===== config.mk =====
export PLATFORM = sky130hd
export DESIGN_NAME = modbus_rtu_slave_frame_handler
export DESIGN_NICKNAME = d
export VERILOG_FILES = /design/src/hw/rtl/mrs_pkg.sv /design/src/hw/rtl/modbus_rtu_slave_frame_handler.sv
export SDC_FILE = /design/constraint.sdc
export NUM_CORES = 1
export LEC_CHECK = 0
export BUFFER_PORTS_ARGS = -buffer_cell sky130_fd_sc_hd__buf_4
export CAP_MARGIN = 20
export CORE_MARGIN = 4
export CORE_UTILIZATION = 40
export CTS_BUF_LIST = sky130_fd_sc_hd__clkbuf_8
export CTS_CLUSTER_SIZE = 20
export DETAILED_ROUTE_END_ITERATION = 8
export PLACE_DENSITY = 0.56
export RECOVER_POWER = 100
export SYNTH_ARGS = -nofsm -noshare
export SYNTH_HDL_FRONTEND = slang
export SYNTH_SLANG_ARGS = --single-unit

===== constraint.sdc =====
create_clock -name clk -period 6.9 [get_ports clk]
set_input_delay 0.345 -clock clk [delete_from_list [all_inputs] [get_ports clk]]
set_output_delay 0.345 -clock clk [all_outputs]
set_load 0.02 [all_outputs]

===== src/hw/rtl/mrs_pkg.sv =====
`default_nettype none
package mrs_pkg;

	localparam int unsigned FRAME_LEN = 8;
	localparam int unsigned POS_W = $clog2(FRAME_LEN);

	localparam logic [15:0] CRC_INIT = 16'hFFFF;
	localparam logic [15:0] CRC_POLY = 16'hA001;

	localparam logic [7:0] ADDR_RESET = 8'h01;
	localparam logic [7:0] FN_READ_HOLDING = 8'h03;
	localparam logic [7:0] FN_READ_INPUT = 8'h04;
	localparam logic [7:0] FN_WRITE_COIL = 8'h05;
	localparam logic [7:0] BYTE_COUNT_REPLY = 8'h02;
	localparam logic [7:0] COIL_ON_HI = 8'hFF;
	localparam logic [7:0] COIL_LO = 8'h00;

	localparam int unsigned REPLY_LEN = 7;
	localparam logic [8:0] TEMP_SCALE = 9'd500;
	localparam int unsigned TEMP_SHIFT = 10;

	function automatic logic [15:0] crc_feed(input logic [15:0] crc_in, input logic [7:0] b);
		logic [15:0] c;
		c = crc_in ^ {8'h00, b};
		for (int k = 0; k < 8; k++) begin
			if (c[0]) begin
				c = (c >> 1) ^ CRC_POLY;
			end else begin
				c = c >> 1;
			end
		end
		return c;
	endfunction

endpackage
`default_nettype wire


===== src/hw/rtl/modbus_rtu_slave_frame_handler.sv =====
// Sequence: each request byte is taken on its own handshake; after the eighth byte an
// evaluation state follows, then each reply byte passes through a frame store read, an
// output register load and a transfer that waits while m_tready stays low.
// Throughput: one request byte per cycle while a frame is gathered; no input during evaluation or a reply.
// Reset (arst_n low, asynchronous): no open frame, relay off, slave address 1;
// the frame store is not cleared.
`default_nettype none
module modbus_rtu_slave_frame_handler (
	input  wire logic        clk,
	input  wire logic        arst_n,
	input  wire logic        psel,
	input  wire logic        penable,
	input  wire logic        pwrite,
	input  wire logic [2:0]  paddr,
	input  wire logic [31:0] pwdata,
	output logic [31:0]      prdata,
	output logic             pready,
	input  wire logic        s_tvalid,
	output logic             s_tready,
	// rx_byte [7:0], temperature_adc [17:8], zero [23:18]
	input  wire logic [23:0] s_tdata,
	output logic             m_tvalid,
	input  wire logic        m_tready,
	// tx_byte [7:0], relay_on [8], zero [15:9]
	output logic [15:0]      m_tdata,
	output logic             m_tlast
);

	localparam int unsigned PW = mrs_pkg::POS_W;
	localparam logic [1:0] ST_RX   = 2'd0;
	localparam logic [1:0] ST_EVAL = 2'd1;
	localparam logic [1:0] ST_READ = 2'd2;
	localparam logic [1:0] ST_LOAD = 2'd3;

	logic [1:0]    state_q;
	logic          wait_q;
	logic [7:0]    addr_q;
	logic [PW-1:0] pos_q;
	logic [15:0]   crc_q;
	logic          relay_q;
	logic [7:0]    fn_q, d4_q, d5_q, b6_q, b7_q;
	logic [9:0]    adc_q;
	logic [8:0]    temp_q;
	logic          echo_q;
	logic [PW-1:0] idx_q;
	logic [15:0]   rcrc_q;
	logic          m_tvalid_q;
	logic [7:0]    tx_byte_q;
	logic          tx_last_q;
	logic          relay_out_q;

	logic [7:0] frame_mem [mrs_pkg::FRAME_LEN];
	logic [7:0] rd_q;

	logic [7:0]  rx_b;
	logic        s_xfer, take, cfg_wr;
	logic [18:0] prod;
	logic        crc_ok, fn_reply;
	logic [7:0]  reply_b, load_b;
	logic        load_last;

	assign rx_b = s_tdata[7:0];
	assign pready = 1'b1;
	assign prdata = paddr[2] ? 32'd0 : {24'd0, addr_q};
	assign cfg_wr = psel && penable && pwrite && !paddr[2];

	assign s_tready = (state_q == ST_RX);
	assign s_xfer = s_tvalid && s_tready;
	assign take = s_xfer && ((pos_q != '0) || (rx_b == addr_q));

	assign prod = 19'(adc_q) * 19'(mrs_pkg::TEMP_SCALE);
	assign crc_ok = ({b7_q, b6_q} == crc_q);
	assign fn_reply = (fn_q == mrs_pkg::FN_READ_HOLDING) || (fn_q == mrs_pkg::FN_READ_INPUT);

	always_comb begin
		unique case (idx_q)
			3'd0: reply_b = addr_q;
			3'd1: reply_b = fn_q;
			3'd2: reply_b = mrs_pkg::BYTE_COUNT_REPLY;
			3'd3: reply_b = {7'd0, temp_q[8]};
			3'd4: reply_b = temp_q[7:0];
			3'd5: reply_b = rcrc_q[7:0];
			default: reply_b = rcrc_q[15:8];
		endcase
		load_b = echo_q ? rd_q : reply_b;
		load_last = echo_q ? (idx_q == PW'(mrs_pkg::FRAME_LEN - 1))
			: (idx_q == PW'(mrs_pkg::REPLY_LEN - 1));
	end

	always_ff @(posedge clk) begin
		if (take) begin
			frame_mem[pos_q] <= rx_b;
		end
		rd_q <= frame_mem[idx_q];
	end

	always_ff @(posedge clk) begin
		if (take) begin
			unique case (pos_q)
				3'd1: fn_q <= rx_b;
				3'd4: d4_q <= rx_b;
				3'd5: d5_q <= rx_b;
				3'd6: b6_q <= rx_b;
				3'd7: begin
					b7_q <= rx_b;
					adc_q <= s_tdata[17:8];
				end
				default: ;
			endcase
		end
		if (state_q == ST_EVAL) begin
			temp_q <= prod[18:mrs_pkg::TEMP_SHIFT];
		end
		if (state_q == ST_LOAD && !wait_q) begin
			tx_byte_q <= load_b;
			tx_last_q <= load_last;
			relay_out_q <= relay_q;
		end
	end

	always_ff @(posedge clk or negedge arst_n) begin
		if (!arst_n) begin
			state_q <= ST_RX;
			wait_q <= 1'b0;
			addr_q <= mrs_pkg::ADDR_RESET;
			pos_q <= '0;
			crc_q <= mrs_pkg::CRC_INIT;
			relay_q <= 1'b0;
			echo_q <= 1'b0;
			idx_q <= '0;
			rcrc_q <= mrs_pkg::CRC_INIT;
			m_tvalid_q <= 1'b0;
		end else begin
			if (cfg_wr) begin
				addr_q <= pwdata[7:0];
			end
			unique case (state_q)
				ST_RX: begin
					if (take) begin
						pos_q <= pos_q + PW'(1);
						if (pos_q == '0) begin
							crc_q <= mrs_pkg::crc_feed(mrs_pkg::CRC_INIT, rx_b);
						end else if (pos_q < PW'(6)) begin
							crc_q <= mrs_pkg::crc_feed(crc_q, rx_b);
						end
						if (pos_q == PW'(mrs_pkg::FRAME_LEN - 1)) begin
							state_q <= ST_EVAL;
						end
					end
				end
				ST_EVAL: begin
					idx_q <= '0;
					rcrc_q <= mrs_pkg::CRC_INIT;
					if (crc_ok && fn_q == mrs_pkg::FN_WRITE_COIL) begin
						echo_q <= 1'b1;
						state_q <= ST_READ;
						if (d4_q == mrs_pkg::COIL_ON_HI && d5_q == mrs_pkg::COIL_LO) begin
							relay_q <= 1'b1;
						end else if (d4_q == mrs_pkg::COIL_LO && d5_q == mrs_pkg::COIL_LO) begin
							relay_q <= 1'b0;
						end
					end else if (crc_ok && fn_reply) begin
						echo_q <= 1'b0;
						state_q <= ST_READ;
					end else begin
						state_q <= ST_RX;
					end
				end
				ST_READ: begin
					state_q <= ST_LOAD;
				end
				default: begin
					if (!wait_q) begin
						m_tvalid_q <= 1'b1;
						wait_q <= 1'b1;
						if (!echo_q && idx_q < PW'(5)) begin
							rcrc_q <= mrs_pkg::crc_feed(rcrc_q, load_b);
						end
					end else if (m_tready) begin
						m_tvalid_q <= 1'b0;
						wait_q <= 1'b0;
						idx_q <= idx_q + PW'(1);
						state_q <= tx_last_q ? ST_RX : ST_READ;
					end
				end
			endcase
		end
	end

	assign m_tvalid = m_tvalid_q;
	assign m_tdata = {7'd0, relay_out_q, tx_byte_q};
	assign m_tlast = tx_last_q;

endmodule
`default_nettype wire

==> summary.md <==
| Metric | Value |
|---|---|
| Largest net degree at the start of global routing | `53` |
| First-pass DRT Iterations | `4` |
| Average size of a mapped cell | `roughly 13 sq um` |
| Run status | `finished, violations left` |
| Post-Layout Inst Area | `11300 sq um` |
| Hold Crit Depth | `1` |
| Share of cells above drive strength 1 | `0.146` |
| Worst path slowest cell | `fa_1` |
| Area after DPL | `between 10000 and 15000 sq um` |
| Initial antenna violation count | `0` |
| Clk pin slew, worst setup/hold paths | `0.12 ns` |
| Clk_skew | `0.0221 ns` |
| WL per Instance | `17.6 um` |
| Nets | `1012` |
| Standard-cell rows | `58` |
| Crit path kind | `flip-flop to flip-flop` |
| Num ports | `between 100 and 150` |
| CTS Buffer Depth | `2` |
| PwrDens | `431 nW/um^2` |
| Mapped Cells | `800` |
| Post-detailed-route count of antenna-violating nets | `0` |
| Max_slew headroom | `-1.06` |
| Share of synthesized flip-flops with an asynchronous set or reset | `0.269` |
| RSZ-0062 raised after global routing | `no` |
| Worst path required time | `7.12 ns` |
| Max-cap violations | `1` |
| Post-DP HPWL | `roughly 15 mm` |
| Ys flop type | `edfxtp_1` |
| Hold Startpoint | `s_tdata[9]` |
| CP Capture Type | `flip-flop` |
| Max Clock Freq | `approximately 220 MHz` |
| Register area share after synthesis | `0.537` |
| Cell taking the most area after synthesis | `edfxtp_1` |
| Max incr delay on CP | `0.55 ns` |
| FF-to-FF End | `temp_q[7]` |
| Worst-Margin Slew | `3.09 ns` |
| Post-Syn Area | `10200 sq um` |
| Cells resized by post-CTS repair | `0` |
| Final Cycle Share | `0.673` |
| Fin crit period | `4.64 ns` |
| Peak VDD IR | `0.000475 V` |
| Critical Path Fanout Max | `4` |
| CP arrival | `roughly 4.9 ns` |
| First-pass GRT wire length | `34.0 mm` |
| Clock sinks | `193` |
| Die Y | `168 um` |
| Vias/cell | `4.85` |
| Synth cell count leaders | `133 x edfxtp_1, 58 x inv_1, 57 x nor2_1` |
| DIE AREA | `approximately 28000 sq um` |
| Cell Chain, Critical Path | `inv_1 > fa_1 > fa_1 > fa_1 > fa_1 > inv_1 > ha_1 > and3_1 > a211oi_1 > nor3b_1 > o31ai_1 > nand2b_1 > xor2_1` |
| CTS H-Tree Depth | `4` |
| Post-synth top area share | `0.390` |
| Hold WC Path Type | `input pin to flip-flop` |
| Final slew viol count | `53` |
| Setup crit start kind | `flip-flop` |
| Area contributors post-synth | `edfxtp_1 39%, dfstp_2 8.5%, ha_1 6.8%` |
| Initial Utilization | `0.406` |
| R2r setup slk | `2.26 ns` |
| Failing checks | `capacitance limit, slew limit` |
| Synth unique cells | `60` |
| Reg2reg start | `adc_q[5]` |
| Vias post-DR | `5848` |
| Die W | `approximately 170 um` |
| Reg2Reg Depth | `13` |
| DR iter-0 viols | `377` |
| Clk_lat worst skew | `roughly 0.47 ns` |
| Area grow syn2layout | `9.94%` |
| Ant diodes | `0` |
| Number of global-route vias before repair | `5977` |
| Area of the core | `between 20000 and 30000 sq um` |
| Top cell by count, worst path | `fa_1` |
| Synth Register Bits | `between 150 and 200` |
| Setup TNS | `0 ns` |
| CTS Buf Count | `17` |
| Drt drc | `0` |
| Final hold violation count | `0` |
| Clock Tree Root | `clkbuf_8` |
| Overflow after GRT | `0` |
| Post-synth EDFFs | `133` |
| Total routed wirelength | `approximately 21 mm` |
| Endpoints failing setup | `0` |
| CTS tree | `built` |
| Setup Fix Bufs, Post-CTS | `0` |
| Most frequent cell after synthesis | `edfxtp_1` |
| Routability congestion estimate | `0.800` |
| GRT Resource Usage Total | `0.154` |
| Ys Warns | `0` |
| Leakage | `4.37 nW` |
| Hold EP | `adc_q[1]` |
| PortBufs | `53` |
-- area by class of cell --
| class | instances | area [sq um] |
|---|---|---|
| inverter | 58 | 218 |
| multi-input combinational | 524 | 4290 |
| tap | 330 | 413 |
| clock buffer | 17 | 234 |
| sequential | 193 | 5500 |
| clock inverter | 15 | 239 |
| fill | 2308 | 13900 |
| timing repair buffer | 68 | 359 |
-- through the flow --
stage / power [W] / hold WS (ns) / utilization / cells / worst slack [ns]
6_report: 0.00485 / 0.0652 / 0.447 / 1205 / 2.26
5_1_grt: 0.00521 / 0.0285 / 0.447 / 1205 / 1.94
3_5_place_dp: 0.00411 / 0.461 / 0.434 / 1172 / 2.25
2_1_floorplan: 0.00359 / 0.0494 / - / 830 / 2.65
3_3_place_gp: 0.00409 / 0.460 / 0.434 / 1172 / 2.29
4_1_cts: 0.00495 / 0.0132 / 0.453 / 1205 / 2.21
-- how the worst max path moves through the flow --
stage,from,end,slack (ns),cells after the start
finish,adc_q[5],temp_q[7],2.26,13
global route,adc_q[5],temp_q[7],1.94,13
CTS,adc_q[5],temp_q[7],2.21,13
detailed placement,adc_q[5],temp_q[7],2.25,13
global placement,adc_q[5],temp_q[7],2.29,13
floorplan,adc_q[3],temp_q[7],2.65,13
-- power breakdown --
group          switching, W  leakage (nW)  internal (W)
Sequential         0.000218          1.85       0.00158
Clock              0.000514         0.231      0.000312
Combinational       0.00117          2.29       0.00106
Total               0.00190          4.37       0.00295
-- registers in the layout, indices dropped and copies added (netlist names), 2 cells and up --
signal / cells
rd_q: 8
d5_q: 8
b6_q: 8
state_q: 2
crc_q: 16
frame_mem: 64
addr_q: 8
rcrc_q: 16
tx_byte_q: 8
adc_q: 10
d4_q: 8
temp_q: 9
b7_q: 8
pos_q: 3
idx_q: 3
fn_q: 8
-- layer usage --
| layer | GRT usage | routed length, um | vias up |
|---|---|---|---|
| li1 | - | - | 2866 |
| met1 | 0.225 | 10400 | 2878 |
| met2 | 0.247 | 9890 | 96 |
| met3 | 0.0286 | 751 | 8 |
| met4 | 0.0272 | 148 | 0 |
| met5 | 0 | 0 | - |
-- what timing repair did --
action | 4_1_cts | 5_1_grt
hold endpoints to repair | 19 | 0
hold buffers | 1 | 0
endpoints found under the setup margin | 0 | 0
-- cells by family (layout without fill, tap and decap cells) --
logic type | count (synthesis) | count (layout) | share of synthesized area
compound gates | 95 | 95 | 0.0589
xor+xnor | 90 | 90 | 0.0813
fa+ha+maj | 84 | 84 | 0.123
buf+inv | 113 | 158 | 0.0544
flops | 193 | 193 | 0.537
mux | 37 | 37 | 0.0587
other cells | 2 | 32 | 0.000734
simple gates | 186 | 186 | 0.0856
-- worst max-delay path: cells and delay by family (launching register included) --
| kind | cells | cell delay, ns |
|---|---|---|
| compound gates | 2 | 0.75 |
| fa+ha+maj | 5 | 2.28 |
| simple gates | 3 | 0.46 |
| xor+xnor | 1 | 0.16 |
| buf+inv | 2 | 0.29 |
| flops | 1 | 0.44 |
-- placed cells by master (no fill, tap or decap), types with 7 or more instances in the layout --
| cell | count |
|---|---|
| o21ai_0 | 28 |
| dfstp_2 | 32 |
| inv_1 | 58 |
| a21oi_1 | 27 |
| conb_1 | 32 |
| ha_1 | 56 |
| nand3_1 | 7 |
| nor4_1 | 8 |
| mux4_2 | 16 |
| mux2_2 | 19 |
| inv_12 | 8 |
| nor2_1 | 57 |
| nor3_1 | 13 |
| buf_4 | 17 |
| dfxtp_1 | 8 |
| clkbuf_1 | 41 |
| dfrtp_1 | 19 |
| xor2_1 | 36 |
| nor2b_1 | 13 |
| nand2_1 | 56 |
| fa_1 | 28 |
| xnor2_1 | 51 |
| clkbuf_8 | 17 |
| edfxtp_1 | 133 |
| clkbuf_4 | 9 |
No activity file was read; power rests on OpenSTA's default activity.
